--- src/sv/upss_pkg.sv ---
// ----------------------------------------------------------------------------
// upss_pkg
// Shared types and constants of the urgency priority stream scheduler.
// ----------------------------------------------------------------------------
`timescale 1ns / 1ps
package upss_pkg;
  localparam int SLOT_COUNT  = 64;
  localparam int LEVEL_COUNT = 8;
  localparam int SW = $clog2(SLOT_COUNT);
  localparam int LW = $clog2(LEVEL_COUNT);
  localparam int PW = SW + 1;
  localparam logic [2:0] URG_DEFAULT = 3'd3;
  localparam logic [3:0] URG_MAX = 4'd7;
  localparam logic [LW-1:0] DEF_LEVEL =
    (3 < LEVEL_COUNT) ? LW'(3) : LW'(LEVEL_COUNT - 1);
  localparam logic [PW-1:0] NO_SLOT = PW'(SLOT_COUNT);

  typedef enum logic [2:0] {
    FN_ADD = 3'd0, FN_REMOVE = 3'd1, FN_PICK = 3'd2, FN_SETPRI = 3'd3, FN_SETOPEN = 3'd4
  } func_t;

  typedef enum logic [1:0] {
    ST_DONE = 2'd0, ST_NOCHG = 2'd1, ST_REJECT = 2'd2, ST_NONE = 2'd3
  } status_t;

  typedef struct packed {
    logic [2:0] func;
    logic [5:0] stream_slot;
    logic [3:0] new_urgency;
    logic       new_incremental;
    logic       open_flag;
  } req_t;

  typedef struct packed {
    logic [1:0] status;
    logic       chosen_valid;
    logic [5:0] chosen_slot;
    logic [2:0] slot_urgency;
    logic       slot_incremental;
  } rsp_t;

  // Datapath commands
  typedef enum logic [3:0] {
    C_NOP, C_LOAD, C_ULINK_A, C_ULINK_B, C_APP_A, C_APP_B, C_FLAGS,
    C_SCAN_LV, C_SCAN_RD, C_SCAN_STEP, C_PICKED, C_RESULT
  } cmd_t;

  typedef struct packed {
    logic [2:0] fn;
    logic in_range;
    logic queued;
    logic reject;
    logic urg_change;
    logic incr;
    logic scan_hit;
    logic scan_end;
    logic lv_last;
  } stat_t;

  function automatic logic [LW-1:0] level_of(input logic [2:0] u);
    if (32'(u) < LEVEL_COUNT) return LW'(u);
    return DEF_LEVEL;
  endfunction
endpackage

--- src/sv/upss_if.sv ---
// ----------------------------------------------------------------------------
// upss_if
// Valid/ready channel carrying one item of a given payload type.
// ----------------------------------------------------------------------------
`timescale 1ns / 1ps
interface upss_if #(parameter type T = logic) ();
  logic valid;
  logic ready;
  T     data;
  modport source (output valid, output data, input ready);
  modport sink (input valid, input data, output ready);
endinterface

--- src/sv/upss_datapath.sv ---
// ----------------------------------------------------------------------------
// upss_datapath
// Slot tables, link memories, level heads/tails and result assembly.
// ----------------------------------------------------------------------------
`timescale 1ns / 1ps
module upss_datapath import upss_pkg::*; (
  input  logic  clk,
  input  logic  rst_n,
  input  cmd_t  cmd,
  input  req_t  req,
  output stat_t st,
  output rsp_t  rsp
);
  logic [2:0]    urg_mem [SLOT_COUNT];
  logic [SLOT_COUNT-1:0] urg_set_r;
  logic [SLOT_COUNT-1:0] inc_r, que_r, opn_r;
  logic [PW-1:0] nxt_mem [SLOT_COUNT];
  logic [PW-1:0] prv_mem [SLOT_COUNT];
  logic [PW-1:0] head_r [LEVEL_COUNT];
  logic [PW-1:0] tail_r [LEVEL_COUNT];

  req_t          req_r;
  logic [SW-1:0] s_r;
  logic [LW-1:0] lv_r;
  logic [PW-1:0] cur_r, p_r, n_r;
  logic [SW:0]   guard_r;
  logic          found_r;
  logic          que0_r;
  logic [2:0]    urg_rd_r;
  logic          urg_hit_r;
  rsp_t          rsp_r;

  logic [LW-1:0] old_lv, new_lv;
  logic [SW-1:0] cur_s;
  logic [2:0]    urg_cur;
  assign cur_s   = cur_r[SW-1:0];
  assign urg_cur = urg_hit_r ? urg_rd_r : URG_DEFAULT;
  assign old_lv  = level_of(urg_cur);
  assign new_lv  = level_of(req_r.new_urgency[2:0]);

  assign st.fn         = req_r.func;
  assign st.in_range   = 32'(req_r.stream_slot) < SLOT_COUNT;
  assign st.queued     = que_r[s_r];
  assign st.reject     = req_r.new_urgency > URG_MAX;
  assign st.urg_change = {1'b0, urg_cur} != req_r.new_urgency;
  assign st.incr       = inc_r[s_r];
  assign st.scan_hit   = (cur_r < NO_SLOT) && (guard_r < (SW+1)'(SLOT_COUNT))
                         && opn_r[cur_s];
  assign st.scan_end   = !(cur_r < NO_SLOT) || !(guard_r < (SW+1)'(SLOT_COUNT));
  assign st.lv_last    = 32'(lv_r) == LEVEL_COUNT - 1;
  assign rsp = rsp_r;

  // Append target level: pick keeps its level, set priority uses new level, others use current level
  logic [LW-1:0] app_lv;
  assign app_lv = (req_r.func == FN_SETPRI) ? new_lv :
                  (req_r.func == FN_PICK) ? lv_r : old_lv;
  logic [LW-1:0] ul_lv;
  assign ul_lv = (req_r.func == FN_PICK) ? lv_r : old_lv;

  always_ff @(posedge clk) begin
    if (!rst_n) begin
      urg_set_r <= '0;
      inc_r <= '0;
      que_r <= '0;
      opn_r <= '0;
      for (int i = 0; i < LEVEL_COUNT; i++) begin
        head_r[i] <= NO_SLOT;
        tail_r[i] <= NO_SLOT;
      end
    end else begin
      unique case (cmd)
        C_LOAD: begin
          req_r <= req;
          s_r   <= SW'(req.stream_slot);
          lv_r  <= '0;
          found_r <= 1'b0;
          que0_r  <= que_r[req.stream_slot];
          urg_rd_r  <= urg_mem[req.stream_slot];
          urg_hit_r <= urg_set_r[req.stream_slot];
        end
        C_ULINK_A: begin
          p_r <= prv_mem[s_r];
          n_r <= nxt_mem[s_r];
        end
        C_ULINK_B: begin
          if (p_r < NO_SLOT) nxt_mem[p_r[SW-1:0]] <= n_r;
          else head_r[ul_lv] <= n_r;
          if (n_r < NO_SLOT) prv_mem[n_r[SW-1:0]] <= p_r;
          else tail_r[ul_lv] <= p_r;
        end
        C_APP_A: begin
          prv_mem[s_r] <= tail_r[app_lv];
          nxt_mem[s_r] <= NO_SLOT;
          p_r <= tail_r[app_lv];
        end
        C_APP_B: begin
          if (p_r < NO_SLOT) nxt_mem[p_r[SW-1:0]] <= {1'b0, s_r};
          else head_r[app_lv] <= {1'b0, s_r};
          tail_r[app_lv] <= {1'b0, s_r};
        end
        C_FLAGS: begin
          unique case (req_r.func)
            FN_ADD:    que_r[s_r] <= 1'b1;
            FN_REMOVE: que_r[s_r] <= 1'b0;
            FN_SETPRI: begin
              urg_mem[s_r]   <= req_r.new_urgency[2:0];
              urg_set_r[s_r] <= 1'b1;
              urg_rd_r       <= req_r.new_urgency[2:0];
              urg_hit_r      <= 1'b1;
              inc_r[s_r]     <= req_r.new_incremental;
            end
            FN_SETOPEN: opn_r[s_r] <= req_r.open_flag;
            default: ;
          endcase
        end
        C_SCAN_LV: begin
          cur_r   <= head_r[lv_r];
          guard_r <= '0;
        end
        C_SCAN_RD: begin
          cur_r   <= nxt_mem[cur_s];
          guard_r <= guard_r + 1'b1;
        end
        C_SCAN_STEP: lv_r <= lv_r + 1'b1;
        C_PICKED: begin
          s_r <= cur_s;
          found_r <= 1'b1;
          urg_rd_r  <= urg_mem[cur_s];
          urg_hit_r <= urg_set_r[cur_s];
        end
        C_RESULT: begin
          if (req_r.func == FN_PICK) begin
            rsp_r.status       <= found_r ? ST_DONE : ST_NONE;
            rsp_r.chosen_valid <= found_r;
            rsp_r.chosen_slot  <= found_r ? 6'(s_r) : 6'd0;
          end else begin
            rsp_r.chosen_valid <= 1'b0;
            rsp_r.chosen_slot  <= 6'd0;
            if (!st.in_range) rsp_r.status <= ST_NOCHG;
            else begin
              case (req_r.func)
                FN_ADD:     rsp_r.status <= que0_r ? ST_NOCHG : ST_DONE;
                FN_REMOVE:  rsp_r.status <= que0_r ? ST_DONE : ST_NOCHG;
                FN_SETPRI:  rsp_r.status <= st.reject ? ST_REJECT : ST_DONE;
                FN_SETOPEN: rsp_r.status <= ST_DONE;
                default:    rsp_r.status <= ST_NOCHG;
              endcase
            end
          end
          if (found_r || st.in_range) begin
            rsp_r.slot_urgency     <= urg_cur;
            rsp_r.slot_incremental <= inc_r[s_r];
          end else begin
            rsp_r.slot_urgency     <= URG_DEFAULT;
            rsp_r.slot_incremental <= 1'b0;
          end
        end
        default: ;
      endcase
    end
  end
endmodule

--- src/sv/upss_ctrl.sv ---
// ----------------------------------------------------------------------------
// upss_ctrl
// Sequencer driving the datapath through one operation at a time.
// ----------------------------------------------------------------------------
`timescale 1ns / 1ps
module upss_ctrl import upss_pkg::*; (
  input  logic  clk,
  input  logic  rst_n,
  input  logic  in_valid,
  output logic  in_ready,
  output logic  out_valid,
  input  logic  out_ready,
  input  stat_t st,
  output cmd_t  cmd
);
  typedef enum logic [10:0] {
    S_IDLE  = 11'b00000000001, S_DEC   = 11'b00000000010,
    S_UL_A  = 11'b00000000100, S_UL_B  = 11'b00000001000,
    S_AP_A  = 11'b00000010000, S_AP_B  = 11'b00000100000,
    S_FLAG  = 11'b00001000000, S_LV    = 11'b00010000000,
    S_WALK  = 11'b00100000000, S_RES   = 11'b01000000000,
    S_OUT   = 11'b10000000000
  } state_t;

  state_t state_r, state_nxt;
  logic   move_r, move_nxt, pick_r, pick_nxt;

  assign in_ready  = (state_r == S_IDLE);
  assign out_valid = (state_r == S_OUT);

  always_comb begin
    state_nxt = state_r;
    move_nxt  = move_r;
    pick_nxt  = pick_r;
    cmd       = C_NOP;
    unique case (state_r)
      S_IDLE: if (in_valid) begin
        cmd = C_LOAD;
        pick_nxt = 1'b0;
        move_nxt = 1'b0;
        state_nxt = S_DEC;
      end
      S_DEC: begin
        pick_nxt = 1'b0;
        move_nxt = 1'b0;
        state_nxt = S_RES;
        if (st.fn == FN_PICK) state_nxt = S_LV;
        else if (st.in_range) begin
          case (st.fn)
            FN_ADD: if (!st.queued) state_nxt = S_AP_A;
            FN_REMOVE: if (st.queued) state_nxt = S_UL_A;
            FN_SETPRI: if (!st.reject) begin
              state_nxt = S_FLAG;
              if (st.queued && st.urg_change) begin
                move_nxt = 1'b1;
                state_nxt = S_UL_A;
              end
            end
            FN_SETOPEN: state_nxt = S_FLAG;
            default: ;
          endcase
        end
      end
      S_UL_A: begin cmd = C_ULINK_A; state_nxt = S_UL_B; end
      S_UL_B: begin
        cmd = C_ULINK_B;
        state_nxt = (move_r || pick_r) ? S_AP_A : S_FLAG;
      end
      S_AP_A: begin cmd = C_APP_A; state_nxt = S_AP_B; end
      S_AP_B: begin
        cmd = C_APP_B;
        state_nxt = pick_r ? S_RES : S_FLAG;
      end
      S_FLAG: begin cmd = C_FLAGS; state_nxt = S_RES; end
      S_LV: begin cmd = C_SCAN_LV; state_nxt = S_WALK; end
      S_WALK: begin
        if (st.scan_hit) begin
          cmd = C_PICKED;
          pick_nxt = 1'b1;
          state_nxt = S_DEC;
        end else if (st.scan_end) begin
          cmd = C_SCAN_STEP;
          state_nxt = st.lv_last ? S_RES : S_LV;
        end else cmd = C_SCAN_RD;
      end
      S_RES: begin cmd = C_RESULT; state_nxt = S_OUT; end
      S_OUT: if (out_ready) state_nxt = S_IDLE;
      default: state_nxt = S_IDLE;
    endcase
    // after a hit, route through unlink/append if incremental
    if (state_r == S_DEC && pick_r) begin
      pick_nxt  = 1'b1;
      state_nxt = st.incr ? S_UL_A : S_RES;
    end
  end

  always_ff @(posedge clk) begin
    if (!rst_n) begin
      state_r <= S_IDLE;
      move_r  <= 1'b0;
      pick_r  <= 1'b0;
    end else begin
      state_r <= state_nxt;
      move_r  <= move_nxt;
      pick_r  <= pick_nxt;
    end
  end
endmodule

--- src/sv/urgency_priority_stream_scheduler_unit.sv ---
// ----------------------------------------------------------------------------
// urgency_priority_stream_scheduler_unit
// Strict-priority stream scheduler with round robin among incremental streams within each level.
// ----------------------------------------------------------------------------
// One item at a time: add, remove, set priority and set open flag run through
// decode, optional unlink and append steps and a flag update before the result;
// pick next walks the level lists one link-memory read per cycle, and an
// incremental picked slot then moves to its list tail.
`timescale 1ns / 1ps
module urgency_priority_stream_scheduler_unit import upss_pkg::*; (
  input  logic clk,
  input  logic rst_n,
  upss_if.sink   in_ch,
  upss_if.source out_ch
);
  cmd_t  cmd;
  stat_t st;
  rsp_t  rsp;
  req_t  req;

  assign req = in_ch.data;

  upss_ctrl u_ctrl (
    .clk, .rst_n,
    .in_valid(in_ch.valid), .in_ready(in_ch.ready),
    .out_valid(out_ch.valid), .out_ready(out_ch.ready),
    .st, .cmd
  );

  upss_datapath u_dp (.clk, .rst_n, .cmd, .req, .st, .rsp);

  assign out_ch.data = rsp;
endmodule

--- src/flat_wrapper.sv ---
// flat-port wrapper written by rule: the top's interface ports become plain ports
module urgency_priority_stream_scheduler_unit_flat import upss_pkg::*;
  (clk, rst_n, in_ch_valid, in_ch_data, in_ch_ready, out_ch_valid, out_ch_data, out_ch_ready);
  upss_if in_ch_i ();
  upss_if out_ch_i ();
  input  logic clk;
  input  logic rst_n;
  input wire logic [$bits(in_ch_i.valid)-1:0] in_ch_valid;
  input wire logic [$bits(in_ch_i.data)-1:0] in_ch_data;
  output wire logic [$bits(in_ch_i.ready)-1:0] in_ch_ready;
  output wire logic [$bits(out_ch_i.valid)-1:0] out_ch_valid;
  output wire logic [$bits(out_ch_i.data)-1:0] out_ch_data;
  input wire logic [$bits(out_ch_i.ready)-1:0] out_ch_ready;
  assign in_ch_i.valid = in_ch_valid;
  assign in_ch_i.data = in_ch_data;
  assign in_ch_ready = in_ch_i.ready;
  assign out_ch_valid = out_ch_i.valid;
  assign out_ch_data = out_ch_i.data;
  assign out_ch_i.ready = out_ch_ready;
  urgency_priority_stream_scheduler_unit u_core (.clk(clk), .rst_n(rst_n), .in_ch(in_ch_i), .out_ch(out_ch_i));
endmodule
--- config.mk ---
export PLATFORM = sky130hd
export DESIGN_NAME = urgency_priority_stream_scheduler_unit_flat
export DESIGN_NICKNAME = d
export VERILOG_FILES = /design/src/sv/upss_pkg.sv /design/src/sv/upss_if.sv /design/src/sv/upss_datapath.sv /design/src/sv/upss_ctrl.sv /design/src/sv/urgency_priority_stream_scheduler_unit.sv /design/src/flat_wrapper.sv
export SDC_FILE = /design/constraint.sdc
export NUM_CORES = 1
export LEC_CHECK = 0
export BUFFER_PORTS_ARGS = -buffer_cell sky130_fd_sc_hd__clkbuf_2
export CORE_ASPECT_RATIO = 1.1
export CORE_UTILIZATION = 55
export CTS_BUF_LIST = sky130_fd_sc_hd__clkbuf_2
export CTS_CLUSTER_SIZE = 12
export DETAILED_ROUTE_END_ITERATION = 7
export PLACE_DENSITY = 0.7
export SKIP_CTS_REPAIR_TIMING = 1
export SLEW_MARGIN = 20
export SYNTH_ARGS = -nofsm -noshare
export SYNTH_HDL_FRONTEND = slang
export SYNTH_SLANG_ARGS = --single-unit
--- constraint.sdc ---
create_clock -name clk -period 17 [get_ports clk]
set_input_delay 0 -clock clk [delete_from_list [all_inputs] [get_ports clk]]
set_output_delay 0 -clock clk [all_outputs]
set_load 0.005 [all_outputs]
==> out/qor_table.md <==
| Quantity | This run | Unit |
|:---|:---|:---|
| Count of flip-flops with a built-in enable after synthesis | 947 | - |
| Largest net degree at the start of global routing | 112 | - |
| RSZ-0062 raised after global routing | false | - |
| Cell count after synthesis | 2614 | - |
| Crit start category | flip-flop | - |
| # setup viols final | 0 | - |
| Worst hold path class | input port to flip-flop | - |
| Die width | 274 | um |
| Ports | 8 | - |
| Setup slack of the critical path after layout | 11960 | ps |
| Number of antenna-violating nets in the routed design | 0 | - |
| DP Wirelength | 76.5 | mm |
| Total standard cell area after synthesis | 0.0447 | sq mm |
| Worst slew pin tran | 1180 | ps |
| Top fanout value on the critical path | 48 | - |
| Post-place setup slack | 12230 | ps |
| Clock tree from TritonCTS | done | - |
| Max-slew violation count | 0 | - |
| Number of sinks on the clock net | 1036 | - |
| Vias post-DR | 27400 | - |
| H-tree depth | 5 | - |
| Share of the cycle needed by the critical path after routing | 29.6 | % |
| Maximum ir drop on the vdd rail | 0.0000627 | V |
| First-pass DRT Iterations | 6 | - |
| Pwr per Cell Area | 96.5 | mW/mm^2 |
| Total Routed Length | 123 | mm |
| First-pass GRT wire length | 180 | mm |
| Post-synthesis async set-or-reset flop share | 0 | % |
| FMAX | 199 | MHz |
| Detailed-route vias per instance | 6.74 | - |
| Area contributors post-synth | sky130_fd_sc_hd__edfxtp_1 (64%), sky130_fd_sc_hd__mux4_2 (14%), sky130_fd_sc_hd__dfxtp_1 (4.0%) | - |
| Final hold violation count | 0 | - |
| Average wire per standard cell | 30.2 | um |
| Clock transition at path regs | 100 | ps |
| Clk Tree Root Cell | sky130_fd_sc_hd__clkbuf_2 | - |
| Total number of yosys warnings | 0 | - |
| # rows | 109 | - |
| Part of the Yosys area used for sequential elements | 67.6 | % |
| Standard cell core area | 0.0803 | sq mm |
| Overall track demand over capacity in global routing | 30.4 | % |
| Post-synthesis to final-layout area growth | 8.56 | % |
| Post-route minimum period | 5040 | ps |
| DRC violation total after the first TritonRoute iteration | 3454 | - |
| Synth top area share | 63.6 | % |
| Slew HR | 21.5 | % |
| Critical path required time | 18040 | ps |
| Number of nets in the final layout | 2836 | - |
| Total negative slack for setup checks | 0 | ps |
| Clock buffer count from CTS | 274 | - |
| CP endpoint kind | flip-flop | - |
| Initial antenna violation count | 4 | - |
| Initial core utilization | 55.6 | % |
| Result of the run | complete, no violations | - |
| Total gr overflow | 0 | - |
| Input/output buffers | 5 | - |
| Synth Area per Inst | 17.1 | sq um |
| GPL Wtd Cong | 0.936 | - |
| Number of buffers on the longest clock path | 4 | - |
| Die footprint | 0.0824 | sq mm |
| Die Span Y | 301 | um |
| Most instantiated library cell after synthesis | sky130_fd_sc_hd__edfxtp_1 | - |
| Worst-Skew Late Latency | 1430 | ps |
| WS Path Type | flip-flop to flip-flop | - |
| Number of max-cap violations | 0 | - |
| WP data arrival | 6080 | ps |
| Synthesized flop and latch total | 1036 | - |
| Ratio of cells with drive above 1 in the final layout | 30.7 | % |
| Most instantiated flip-flop cell in the synthesis netlist | sky130_fd_sc_hd__edfxtp_1 | - |
| Biggest area consumer among synthesized cells | sky130_fd_sc_hd__edfxtp_1 | - |
| Via count of the first global-routing pass | 27900 | - |
| Most common library cells after synthesis | sky130_fd_sc_hd__edfxtp_1 (947), sky130_fd_sc_hd__mux4_2 (287), sky130_fd_sc_hd__nor2_1 (251) | - |
| Post-placement cell area | 0.0462 | sq mm |
| Leakage component of the power | 0.0158 | uW |
| Cell area after layout | 0.0485 | sq mm |
| Number of different library cells in the post-synthesis netlist | 80 | - |
| Residual DRC | 0 | - |
| Clock tree skew after final layout | 160 | ps |
| Fill cells | 6015 | - |
cells by family after synthesis:
logic type	count (synthesis)	share of synthesized area, %
adder cells (fa/ha/maj)	3	0.0840
AO/OA/AOI/OAI	393	6.53
flip-flops	1036	67.6
multiplexers	436	18.0
XOR/XNOR	7	0.137
AND/OR/NAND/NOR	539	5.66
buffers and inverters	199	1.91
other	1	0.00839
through the flow:
stage | utilization, % | instances | hold slack [ps] | total power, uW
3_3_place_gp | 57.5 | 3599 | 358 | 3110
4_1_cts | 60.3 | 4052 | -1130 | 4700
3_5_place_dp | 57.5 | 3599 | 364 | 3110
6_report | 60.4 | 4062 | 297 | 4680
5_1_grt | 60.4 | 4060 | 219 | 4850
2_1_floorplan | - | 2627 | 195 | 3010
registers in the layout (all words and copies together), names as in the netlist, named ones only:
name and cells:
u_core.u_dp.lv_r 3, u_core.u_dp.prv_mem 448, u_core.u_ctrl.state_r 9, u_core.u_dp.cur_r 7
u_core.u_dp.p_r 7, u_core.u_dp.tail_r 7, u_core.u_dp.s_r 6, u_core.u_dp.nxt_mem 448
u_core.u_dp.n_r 7, u_core.u_dp.que_r 64, u_core.u_dp.head_r 7, u_core.u_ctrl.pick_r 1
u_core.u_dp.guard_r 7
cells in the final DEF, fill, tap and decap left out, types with 9 or more instances in the layout:
| master | count |
|---|---|
| sky130_fd_sc_hd__a21oi_1 | 54 |
| sky130_fd_sc_hd__a221o_1 | 14 |
| sky130_fd_sc_hd__a221oi_1 | 57 |
| sky130_fd_sc_hd__a22o_1 | 21 |
| sky130_fd_sc_hd__a22oi_1 | 34 |
| sky130_fd_sc_hd__a31oi_1 | 9 |
| sky130_fd_sc_hd__and2_1 | 13 |
| sky130_fd_sc_hd__and3_1 | 15 |
| sky130_fd_sc_hd__buf_4 | 99 |
| sky130_fd_sc_hd__clkbuf_2 | 392 |
| sky130_fd_sc_hd__clkinv_1 | 50 |
| sky130_fd_sc_hd__conb_1 | 14 |
| sky130_fd_sc_hd__dfxtp_1 | 83 |
| sky130_fd_sc_hd__edfxtp_1 | 947 |
| sky130_fd_sc_hd__inv_1 | 9 |
| sky130_fd_sc_hd__inv_2 | 9 |
| sky130_fd_sc_hd__mux2_2 | 73 |
| sky130_fd_sc_hd__mux2i_1 | 72 |
| sky130_fd_sc_hd__mux4_2 | 287 |
| sky130_fd_sc_hd__nand2_1 | 95 |
| sky130_fd_sc_hd__nand2b_1 | 9 |
| sky130_fd_sc_hd__nand3_1 | 21 |
| sky130_fd_sc_hd__nor2_1 | 241 |
| sky130_fd_sc_hd__nor2b_1 | 19 |
| sky130_fd_sc_hd__nor3_1 | 37 |
| sky130_fd_sc_hd__nor4_1 | 28 |
| sky130_fd_sc_hd__o21a_1 | 65 |
| sky130_fd_sc_hd__o21ai_0 | 29 |
| sky130_fd_sc_hd__o22ai_1 | 38 |
layout make-up:
class                   count  area, sq um  area share (%)
flip-flops and latches   1036        30200            62.3
multi-input cells        1392        13800            28.4
clock buffers             387         1940            3.99
well taps                1054         1320            2.72
repair buffers            112          858            1.77
clock inverters            66          314           0.648
inverters                  12         45.0          0.0929
diodes                      3         7.51          0.0155
final timing paths:
check / start / end / slack, ps / depth (start not counted)
worst max-delay path: u_core.u_dp.s_r[1] / u_core.u_dp.nxt_mem[22][5] / 11960 / 7
worst min-delay path: out_ch_ready / u_core.u_ctrl.state_r[0] / 300 / 6
worst max register to register: u_core.u_dp.s_r[1] / u_core.u_dp.nxt_mem[22][5] / 11960 / 7
worst min register to register: u_core.u_dp.que_r[24] / u_core.u_dp.que_r[24] / 470 / 1
per-layer routing:
| metal | GRT usage (%) | wire, um | share of wire (%) | up-vias |
|---|---|---|---|---|
| li1 | - | - | - | 11300 |
| met1 | 38.1 | 43500 | 35 | 13800 |
| met2 | 47.5 | 58900 | 48 | 1835 |
| met3 | 7.54 | 12700 | 10 | 430 |
| met4 | 19.3 | 7640 | 6.2 | 2 |
| met5 | 0 | 13 | 0.011 | - |
critical path: stages (launching register included):
cell and delay, ps:
sky130_fd_sc_hd__edfxtp_1 780, sky130_fd_sc_hd__buf_4 690, sky130_fd_sc_hd__buf_4 730, sky130_fd_sc_hd__inv_1 330, sky130_fd_sc_hd__nor2_2 960, sky130_fd_sc_hd__a21oi_1 530
sky130_fd_sc_hd__nor4_1 450, sky130_fd_sc_hd__buf_4 250
power by group:
part	leakage [uW]	total, uW	switching, uW	internal [uW]
Sequential	0.00927	2790	10.2	2780
Clock	0.00177	1620	985	637
Combinational	0.00478	272	173	98.4
Total	0.0158	4680	1170	3510
No activity file was read; power rests on OpenSTA's default activity.
